`src/assert_macros.svh`:
```
// Shared assertion forms for the RTL in this folder.
`ifndef ASSERT_MACROS_SVH
`define ASSERT_MACROS_SVH

// Check a property at every rising edge outside reset.
`define ASSERT_AT(label, clk, rst, prop, msg) \
  label: assert property (@(posedge clk) disable iff (rst) (prop)) else $error(msg);

// When cond holds, check res in the next cycle.
`define ASSERT_NEXT(label, clk, rst, cond, res, msg) \
  label: assert property (@(posedge clk) disable iff (rst) (cond) |=> (res)) else $error(msg);

`endif

```
`src/drdt_pkg.sv`:
```
package drdt_pkg;

  localparam int CntWidth   = 32;
  localparam int AddrWidth  = 24;
  localparam int DataWidth  = 32;
  localparam int MsgWidth   = 16;
  localparam int MapBytes   = 17;
  localparam int Lanes      = DataWidth / 8;
  localparam int PaddrWidth = 3;

  localparam logic [AddrWidth-1:0] BaseReset = 24'h11E000;

  localparam logic [1:0] ModeTick  = 2'd0;
  localparam logic [1:0] ModeRead  = 2'd1;
  localparam logic [1:0] ModeWrite = 2'd2;
  localparam logic [1:0] ModeAck   = 2'd3;

  localparam logic [1:0] SizeByte = 2'd0;
  localparam logic [1:0] SizeWord = 2'd1;

  localparam logic [MsgWidth-1:0] MsgNone   = 16'h0000;
  localparam logic [MsgWidth-1:0] MsgTimer0 = 16'h0001;
  localparam logic [MsgWidth-1:0] MsgTimer1 = 16'h1001;

  // control byte bit positions
  localparam int CtrlEn0 = 0;
  localparam int CtrlIe0 = 1;
  localparam int CtrlEn1 = 3;
  localparam int CtrlIe1 = 4;

  typedef logic [CntWidth-1:0]  cnt_t;
  typedef logic [DataWidth-1:0] word_t;
  typedef logic [AddrWidth-1:0] addr_t;
  typedef logic [7:0]           byte_t;

  typedef struct packed {
    cnt_t count;
    logic pend;
  } tick_res_t;

  // Count down by n; on borrow reload once with the borrow folded in.
  function automatic tick_res_t count_down(cnt_t old, cnt_t reload, cnt_t n,
                                           logic int_en, logic pend);
    logic [CntWidth:0] diff;
    tick_res_t         r;
    diff    = {1'b0, old} - {1'b0, n};
    r.count = diff[CntWidth-1:0];
    r.pend  = pend;
    if (diff[CntWidth]) begin
      r.count = reload + diff[CntWidth-1:0] + cnt_t'(1);
      r.pend  = int_en;
    end
    return r;
  endfunction

endpackage

```
`src/dual_reload_down_timer_top.sv`:
```
// Channel   Direction  Handshake            Word
// in        input      in_valid/in_stall    mode, address, access_size, write_data, tick_count
// out       output     out_valid/out_stall  read_data, irq_pending, irq_message
// cfg       input      APB psel/penable     base_address at byte addresses 0 to 3
//
// A word passes through the input register and then the result register;
// a new word is taken every cycle while in_stall is low.
// The per-word path is the byte-lane decode plus a counter subtract and reload add per timer.
// Synchronous reset clears all timer state and both valid flags.
// A stall on the output holds the result and then the input register; in_stall
// rises only while both registers are full.
`include "assert_macros.svh"

module dual_reload_down_timer_top (
  input  logic                              clk,
  input  logic                              rst,
  input  logic                              psel,
  input  logic                              penable,
  input  logic                              pwrite,
  input  logic [drdt_pkg::PaddrWidth-1:0]   paddr,
  input  logic [drdt_pkg::DataWidth-1:0]    pwdata,
  output logic [drdt_pkg::DataWidth-1:0]    prdata,
  output logic                              pready,
  input  logic                              in_valid,
  output logic                              in_stall,
  input  logic [1:0]                        mode,
  input  logic [drdt_pkg::AddrWidth-1:0]    address,
  input  logic [1:0]                        access_size,
  input  logic [drdt_pkg::DataWidth-1:0]    write_data,
  input  logic [drdt_pkg::DataWidth-1:0]    tick_count,
  output logic                              out_valid,
  input  logic                              out_stall,
  output logic [drdt_pkg::DataWidth-1:0]    read_data,
  output logic                              irq_pending,
  output logic [drdt_pkg::MsgWidth-1:0]     irq_message
);

  drdt_pkg::addr_t base_address;
  drdt_pkg::cnt_t  count_zero;
  drdt_pkg::cnt_t  reload_zero;
  drdt_pkg::cnt_t  count_one;
  drdt_pkg::cnt_t  reload_one;
  logic [7:0]      control_bits;
  logic            pending_zero;
  logic            pending_one;

  logic             slot_valid;
  logic [1:0]       slot_mode;
  drdt_pkg::addr_t  slot_address;
  logic [1:0]       slot_size;
  drdt_pkg::word_t  slot_wdata;
  drdt_pkg::cnt_t   slot_ticks;

  logic advance;
  logic accept;
  logic cfg_write;

  drdt_pkg::cnt_t  count_zero_next;
  drdt_pkg::cnt_t  reload_zero_next;
  drdt_pkg::cnt_t  count_one_next;
  drdt_pkg::cnt_t  reload_one_next;
  logic [7:0]      control_bits_next;
  logic            pending_zero_next;
  logic            pending_one_next;
  drdt_pkg::word_t read_data_next;
  logic            irq_pending_next;
  logic [drdt_pkg::MsgWidth-1:0] irq_message_next;

  drdt_pkg::byte_t   map_cur  [drdt_pkg::MapBytes];
  drdt_pkg::byte_t   map_new  [drdt_pkg::MapBytes];
  drdt_pkg::word_t   words_new [4];
  drdt_pkg::addr_t   delta;
  drdt_pkg::tick_res_t tick_zero;
  drdt_pkg::tick_res_t tick_one;

  // configuration port
  assign pready    = 1'b1;
  assign cfg_write = psel && penable && pwrite && pready && !paddr[2];
  assign prdata    = paddr[2] ? '0 : drdt_pkg::word_t'(base_address);

  always_ff @(posedge clk) begin
    if (rst) begin
      base_address <= drdt_pkg::BaseReset;
    end else if (cfg_write) begin
      base_address <= pwdata[drdt_pkg::AddrWidth-1:0];
    end
  end

  // handshake: the input register drains whenever the result register can load
  assign advance  = slot_valid && (!out_valid || !out_stall);
  assign in_stall = slot_valid && out_valid && out_stall;
  assign accept   = in_valid && !in_stall;

  always_ff @(posedge clk) begin
    if (rst) begin
      slot_valid <= 1'b0;
    end else if (accept) begin
      slot_valid <= 1'b1;
    end else if (advance) begin
      slot_valid <= 1'b0;
    end
  end

  always_ff @(posedge clk) begin
    if (accept) begin
      slot_mode    <= mode;
      slot_address <= address;
      slot_size    <= access_size;
      slot_wdata   <= write_data;
      slot_ticks   <= tick_count[drdt_pkg::CntWidth-1:0];
    end
  end

  // byte view of the register map
  assign delta = slot_address - base_address;

  always_comb begin
    drdt_pkg::word_t words_cur [4];
    drdt_pkg::addr_t lane_off [drdt_pkg::Lanes];
    logic            lane_en  [drdt_pkg::Lanes];
    words_cur[0] = drdt_pkg::word_t'(count_zero);
    words_cur[1] = drdt_pkg::word_t'(reload_zero);
    words_cur[2] = drdt_pkg::word_t'(count_one);
    words_cur[3] = drdt_pkg::word_t'(reload_one);
    for (int j = 0; j < drdt_pkg::MapBytes - 1; j++) begin
      map_cur[j] = words_cur[j >> 2][(j & 3) * 8 +: 8];
    end
    map_cur[drdt_pkg::MapBytes-1] = control_bits;
    map_new        = map_cur;
    read_data_next = '0;
    for (int i = 0; i < drdt_pkg::Lanes; i++) begin
      lane_off[i] = delta + drdt_pkg::addr_t'(i);
      lane_en[i]  = (i == 0) || (i == 1 && slot_size != drdt_pkg::SizeByte) ||
                    (i >= 2 && slot_size != drdt_pkg::SizeByte &&
                     slot_size != drdt_pkg::SizeWord);
      if (lane_en[i] && lane_off[i] < drdt_pkg::addr_t'(drdt_pkg::MapBytes)) begin
        if (slot_mode == drdt_pkg::ModeRead) begin
          read_data_next[i*8 +: 8] = map_cur[lane_off[i][4:0]];
        end
        if (slot_mode == drdt_pkg::ModeWrite) begin
          map_new[lane_off[i][4:0]] = slot_wdata[i*8 +: 8];
        end
      end
    end
    for (int r = 0; r < 4; r++) begin
      words_new[r] = {map_new[4*r+3], map_new[4*r+2], map_new[4*r+1], map_new[4*r]};
    end
  end

  assign tick_zero = drdt_pkg::count_down(count_zero, reload_zero, slot_ticks,
                                          control_bits[drdt_pkg::CtrlIe0], pending_zero);
  assign tick_one  = drdt_pkg::count_down(count_one, reload_one, slot_ticks,
                                          control_bits[drdt_pkg::CtrlIe1], pending_one);

  always_comb begin
    count_zero_next   = count_zero;
    reload_zero_next  = reload_zero;
    count_one_next    = count_one;
    reload_one_next   = reload_one;
    control_bits_next = control_bits;
    pending_zero_next = pending_zero;
    pending_one_next  = pending_one;
    case (slot_mode)
      drdt_pkg::ModeTick: begin
        if (control_bits[drdt_pkg::CtrlEn0]) begin
          count_zero_next   = tick_zero.count;
          pending_zero_next = tick_zero.pend;
        end
        if (control_bits[drdt_pkg::CtrlEn1]) begin
          count_one_next   = tick_one.count;
          pending_one_next = tick_one.pend;
        end
      end
      drdt_pkg::ModeWrite: begin
        // drop bits above the counter width
        count_zero_next   = drdt_pkg::cnt_t'(words_new[0]);
        reload_zero_next  = drdt_pkg::cnt_t'(words_new[1]);
        count_one_next    = drdt_pkg::cnt_t'(words_new[2]);
        reload_one_next   = drdt_pkg::cnt_t'(words_new[3]);
        control_bits_next = map_new[drdt_pkg::MapBytes-1];
      end
      drdt_pkg::ModeAck: begin
        if (pending_zero) begin
          pending_zero_next = 1'b0;
        end else begin
          pending_one_next = 1'b0;
        end
      end
      default: begin
      end
    endcase
  end

  // report the interrupt state after this word, timer 0 first
  always_comb begin
    irq_pending_next = 1'b0;
    irq_message_next = drdt_pkg::MsgNone;
    if (control_bits_next[drdt_pkg::CtrlIe0] && pending_zero_next) begin
      irq_pending_next = 1'b1;
      irq_message_next = drdt_pkg::MsgTimer0;
    end else if (control_bits_next[drdt_pkg::CtrlIe1] && pending_one_next) begin
      irq_pending_next = 1'b1;
      irq_message_next = drdt_pkg::MsgTimer1;
    end
  end

  always_ff @(posedge clk) begin
    if (rst) begin
      count_zero   <= '0;
      reload_zero  <= '0;
      count_one    <= '0;
      reload_one   <= '0;
      control_bits <= '0;
      pending_zero <= 1'b0;
      pending_one  <= 1'b0;
    end else if (advance) begin
      count_zero   <= count_zero_next;
      reload_zero  <= reload_zero_next;
      count_one    <= count_one_next;
      reload_one   <= reload_one_next;
      control_bits <= control_bits_next;
      pending_zero <= pending_zero_next;
      pending_one  <= pending_one_next;
    end
  end

  always_ff @(posedge clk) begin
    if (rst) begin
      out_valid <= 1'b0;
    end else if (advance) begin
      out_valid <= 1'b1;
    end else if (!out_stall) begin
      out_valid <= 1'b0;
    end
  end

  always_ff @(posedge clk) begin
    if (advance) begin
      read_data   <= read_data_next;
      irq_pending <= irq_pending_next;
      irq_message <= irq_message_next;
    end
  end

  `ASSERT_AT(a_irq_consistent, clk, rst,
             !out_valid || (irq_pending == (irq_message != drdt_pkg::MsgNone)),
             "irq_pending disagrees with irq_message")
  `ASSERT_AT(a_stall_only_full, clk, rst,
             !in_stall || (slot_valid && out_valid),
             "input stalled while a register is free")
  `ASSERT_NEXT(a_ack_clears_zero, clk, rst,
               advance && slot_mode == drdt_pkg::ModeAck && pending_zero,
               !pending_zero, "acknowledge left timer 0 pending")
  `ASSERT_NEXT(a_disabled_holds, clk, rst,
               advance && slot_mode == drdt_pkg::ModeTick &&
               !control_bits[drdt_pkg::CtrlEn0],
               $stable(count_zero), "disabled timer 0 counted")

endmodule
```
`config.mk`:
```
export PLATFORM = sky130hd
export DESIGN_NAME = dual_reload_down_timer_top
export DESIGN_NICKNAME = d
export VERILOG_FILES = /design/src/drdt_pkg.sv /design/src/dual_reload_down_timer_top.sv
export VERILOG_INCLUDE_DIRS = /design/src /design/src/src
export SDC_FILE = /design/constraint.sdc
export NUM_CORES = 2
export LEC_CHECK = 0
export ABC_AREA = 1
export BUFFER_PORTS_ARGS = -buffer_cell sky130_fd_sc_hd__clkbuf_2
export CAP_MARGIN = 20
export CORE_UTILIZATION = 54
export DETAILED_ROUTE_END_ITERATION = 7
export GPL_ROUTABILITY_DRIVEN = 1
export PLACE_DENSITY = 0.71
export REMOVE_ABC_BUFFERS = 1
export SETUP_SLACK_MARGIN = 0.05
export SYNTH_ARGS = -nofsm -noshare
export SYNTH_HDL_FRONTEND = slang
export SYNTH_SLANG_ARGS = --single-unit
```
`constraint.sdc`:
```
create_clock -name clk -period 6.2 [get_ports clk]
set_clock_uncertainty 0.2 [all_clocks]
set_input_delay 0 -clock clk [delete_from_list [all_inputs] [get_ports clk]]
set_output_delay 0 -clock clk [all_outputs]
set_load 0.01 [all_outputs]
```
==> metrics.txt, run 1 <==
status=stopped before the end; Exit stage=global routing; stop err=[ERROR GRT-0232] Routing congestion too high. Check the congestion heatmap in the GUI.; htree depth=2; top-area cell type share of the netlist area=18.1%; async set-reset flop share out of synthesis=0%; cell area after synthesis=35700 um^2; DPL Wire Length=135 mm; worst_ep kind=register input; most instantiated library cell after synthesis=nand2_1; Primary FF master, synth=dfxtp_1; largest net degree at the start of global routing=220; post-CTS setup buffer count=0; GRT Total Usage=66.6%; Netlist cell types=72; Post-synth top cells=1726 x nand2_1, 767 x inv_1, 717 x o21ai_0; GP Congestion=1.11; Overflow after GRT=28; cells after synthesis=6154; Die Width=259 um; initial core utilization=55.0%; clock sinks=290; Root Driver=clkbuf_16; Ports=218; grt repair worst endpoint=reload_one[7]$_SDFFE_PP0P_/D; row cnt=93; synth warn=0; Seq cells post-synth=290; top cell type by total area after synthesis=nand2_1; dominant cells by area after synthesis=nand2_1 18%, edfxtp_1 11%, o21ai_0 10%; Post-Syn Area per Cell=5.80 um^2; height of the die=259 um; Seq/Total Area, Yosys=19.8%; Port Buf Inserts=184; Max clock buf depth=3; Post-synth EDFFs=126; CTS Buf Count=39; placed inst area=37400 um^2
per-layer routing:
layer,overflow,global-route usage (%)
met5,3,24.5
met1,3,72.6
met4,16,57.8
met2,2,82.3
met3,4,47.3
cell families after synthesis:
kind of cell	Yosys count	share of synthesized area [%]
compound gates	1404	21.5
other cells	2	0.0210
xor+xnor	112	2.77
simple gates	3014	36.8
fa+ha+maj	166	5.92
mux	23	0.645
flops	290	19.8
buf+inv	1143	12.6
through the flow:
stage	worst slack, ns	util [%]	std cells	TNS, ns
2_1_floorplan	-6.22	-	5834	-636.65
3_3_place_gp	0.600	57.6	7001	0
3_5_place_dp	0.477	57.6	7002	0
4_1_cts	0.463	63.2	7308	0
timing repair:
action | in CTS
gates resized for setup | 0
endpoints found under the hold margin | 202
hold buffers | 235
setup endpoints to repair | 0
==> inputs of run 2 (changes only) <==
CORE_UTILIZATION = 39   (was 54)
PLACE_DENSITY = unset   (was 0.71)
PLACE_DENSITY_LB_ADDON = 0.15   (was unset)
SETUP_SLACK_MARGIN = unset   (was 0.05)
==> run 2 against run 1 <==
- the flow now finishes without violations
- synthesized area unchanged
- synthesized cell count unchanged
==> metrics.txt, run 2 <==
status=complete, no violations (was stopped before the end); Top cell by count, worst path=nand2_1; most frequent cells in the layout=1726 x nand2_1, 762 x inv_1, 715 x o21ai_0; wire per inst=26.3 um; Top Usage Layer GRT=met2; Netlist cell types=72 (unchanged); Core Region=90300 um^2; Rel. slew slack=13.3%; GRT Total Usage=42.0%; Tot Pwr=7.63 mW; routed via count=45200; final setup margin=0.426 ns; dominant cells by area after synthesis=nand2_1 18%, edfxtp_1 11%, o21ai_0 10% (unchanged); Ports=218 (unchanged); CP startpoint kind=flip-flop; row cnt=110 (was 93); top-area cell type share of the netlist area=18.1% (unchanged); 1st-iter DRT viols=5898; Die Width=305 um (was 259 um); commonest non-fill, non-tap cell in the layout=nand2_1; Final setup viols=0; height of the die=305 um (was 259 um); htree depth=2 (unchanged); critical path fanouts, max=5; worst hold path class=input port to flip-flop; vias in the first global route=40400; Final Hold Viols=0; Layout Cells excl Fill=7649; initial core utilization=39.6% (was 55.0%); Max clock buf depth=3 (unchanged); largest net degree at the start of global routing=142; Core Util, Final=46.4%; async set-reset flop share out of synthesis=0% (unchanged); WL final=201 mm; max_cap viols=0; Crit Path Class=flip-flop to flip-flop; Port Buf Inserts=184 (unchanged); Max stage delay on crit path=0.40 ns; Antenna Nets Post-Route=0; Final Cycle Share=93.1%; Crit-path slowest cell=or4_1; Max VDD drop=0.273 mV; RSZ-0062 raised after global routing=false; Worst-path clk slew=0.06 ns; P&R area growth vs syn=17.3%; crit path time final=5.77 ns; drt first pass iters=6; cell area after synthesis=35700 um^2 (unchanged); Post-synth EDFFs=126 (unchanged); DRC viols=0; clock sinks=290 (unchanged); GR Util met2=62.1%; met3 Use GR=8.40%; initial antenna violation count=6; CTS tree=built; Post-Syn Area per Cell=5.80 um^2 (unchanged); crit path DAT=6.11 ns; Top Family by Delay on Critical Path=compound AO/OA/AOI/OAI gates; Placed Instances=7330 (was 7002); synth warn=0 (unchanged); vias per cell=5.91; pwr dens=182 nW/um^2; Tightest Pin Transition=1.29 ns; clk_lat worst skew=0.65 ns; Root Driver=clkbuf_16 (unchanged); Required @ worst endpoint=6.53 ns; CTS Buf Count=41 (was 39); share of layout cells above drive strength 1=8.67%; most instantiated library cell after synthesis=nand2_1 (unchanged); CP endpoint kind=flip-flop; GP Congestion=1.06 (was 1.11); Leak Pwr=19.4 nW; Worst Path Buf+Inv=4; global-route wire length before repair=286 mm; Overflow after GRT=0; Seq/Total Area, Yosys=19.8% (unchanged); met1 GRT Util=56.7%; Post-synth top cells=1726 x nand2_1, 767 x inv_1, 717 x o21ai_0 (unchanged); die area=92800 um^2; Seq cells post-synth=290 (unchanged); pre-CTS setup slack=0.397 ns (was 0.477 ns); DPL Wire Length=149 mm (was 135 mm); Primary FF master, synth=dfxtp_1 (unchanged); Fmax=0.173 GHz; cells after synthesis=6154 (unchanged); top cell type by total area after synthesis=nand2_1 (unchanged); Layout Nets=6736; Pins Over Slew Limit=0
run 2: cell counts after synthesis:
No cell type changed its count.
run 2: report_power, final:
| part | leakage (nW) | switching, mW | total, mW | internal (mW) |
|---|---|---|---|---|
| Clock | 0.733 | 1.10 | 2.79 | 1.68 |
| Sequential | 2.54 | 0.0801 | 2.14 | 2.06 |
| Combinational | 16.1 | 1.96 | 2.70 | 0.739 |
| Total | 19.4 | 3.14 | 7.63 | 4.49 |
run 2: cell type report:
cell class | instances | area, um^2
fillers | 9630 | 48400
clock buffers | 50 | 1120
repair buffers | 559 | 4480
flip-flops and latches | 290 | 7070
multi-input cells | 4742 | 24300
inverters | 802 | 3020
well taps | 1176 | 1470
diodes | 4 | 10.0
clock inverters | 26 | 404
run 2: cell families after synthesis:
logic type	after synthesis	share of synthesized area, %
flops	290	19.8
mux	23	0.645
buf+inv	1143	12.6
xor+xnor	112	2.77
simple gates	3014	36.8
fa+ha+maj	166	5.92
compound gates	1404	21.5
other cells	2	0.0210
run 2: metrics by stage:
step | TNS, ns | cell area (um^2) | hold slack (ns)
after floorplan | -636.65 | 34300 | -0.152
after global placement | 0 | 37900 | -0.0234
after detailed placement | 0 | 37900 | -0.0214
after CTS | 0 | 41800 | 0.00451
after global routing | 0 | 41900 | 0.0804
final | 0 | 41900 | 0.0293
run 2: timing repair:
item / in CTS / in global routing
endpoints found under the hold margin: 209 / 0
hold buffers: 236 / 0
gates resized for setup: 0 / 6
setup buffers: 0 / 0
endpoints found under the setup margin: 0 / 9
run 2: final timing paths:
check	from	endpoint	slack [ns]	depth (start not counted)
min reg2reg	reload_zero[0]	reload_zero[0]	0.28	2
max reg2reg	slot_ticks[6]	count_zero[29]	0.43	28
min	pwdata[5]	base_address[5]	0.03	4
max	slot_ticks[6]	count_zero[29]	0.43	28
run 2: metal layers:
metal / vias up / part of all wire [%]
li1: 21000 / -
met1: 21000 / 41
met2: 2677 / 41
met3: 533 / 11
met4: 0 / 6.5
met5: - / 0
run 2: worst reg2reg max path, delay by kind of cell (launching register included):
| kind | cells | cell delay, ns |
|---|---|---|
| AND/OR/NAND/NOR | 12 | 1.64 |
| buffers and inverters | 4 | 0.50 |
| XOR/XNOR | 1 | 0.30 |
| AO/OA/AOI/OAI | 9 | 1.99 |
| adder cells (fa/ha/maj) | 2 | 0.71 |
| flip-flops | 1 | 0.35 |
Power figures use the tool's default switching activity.
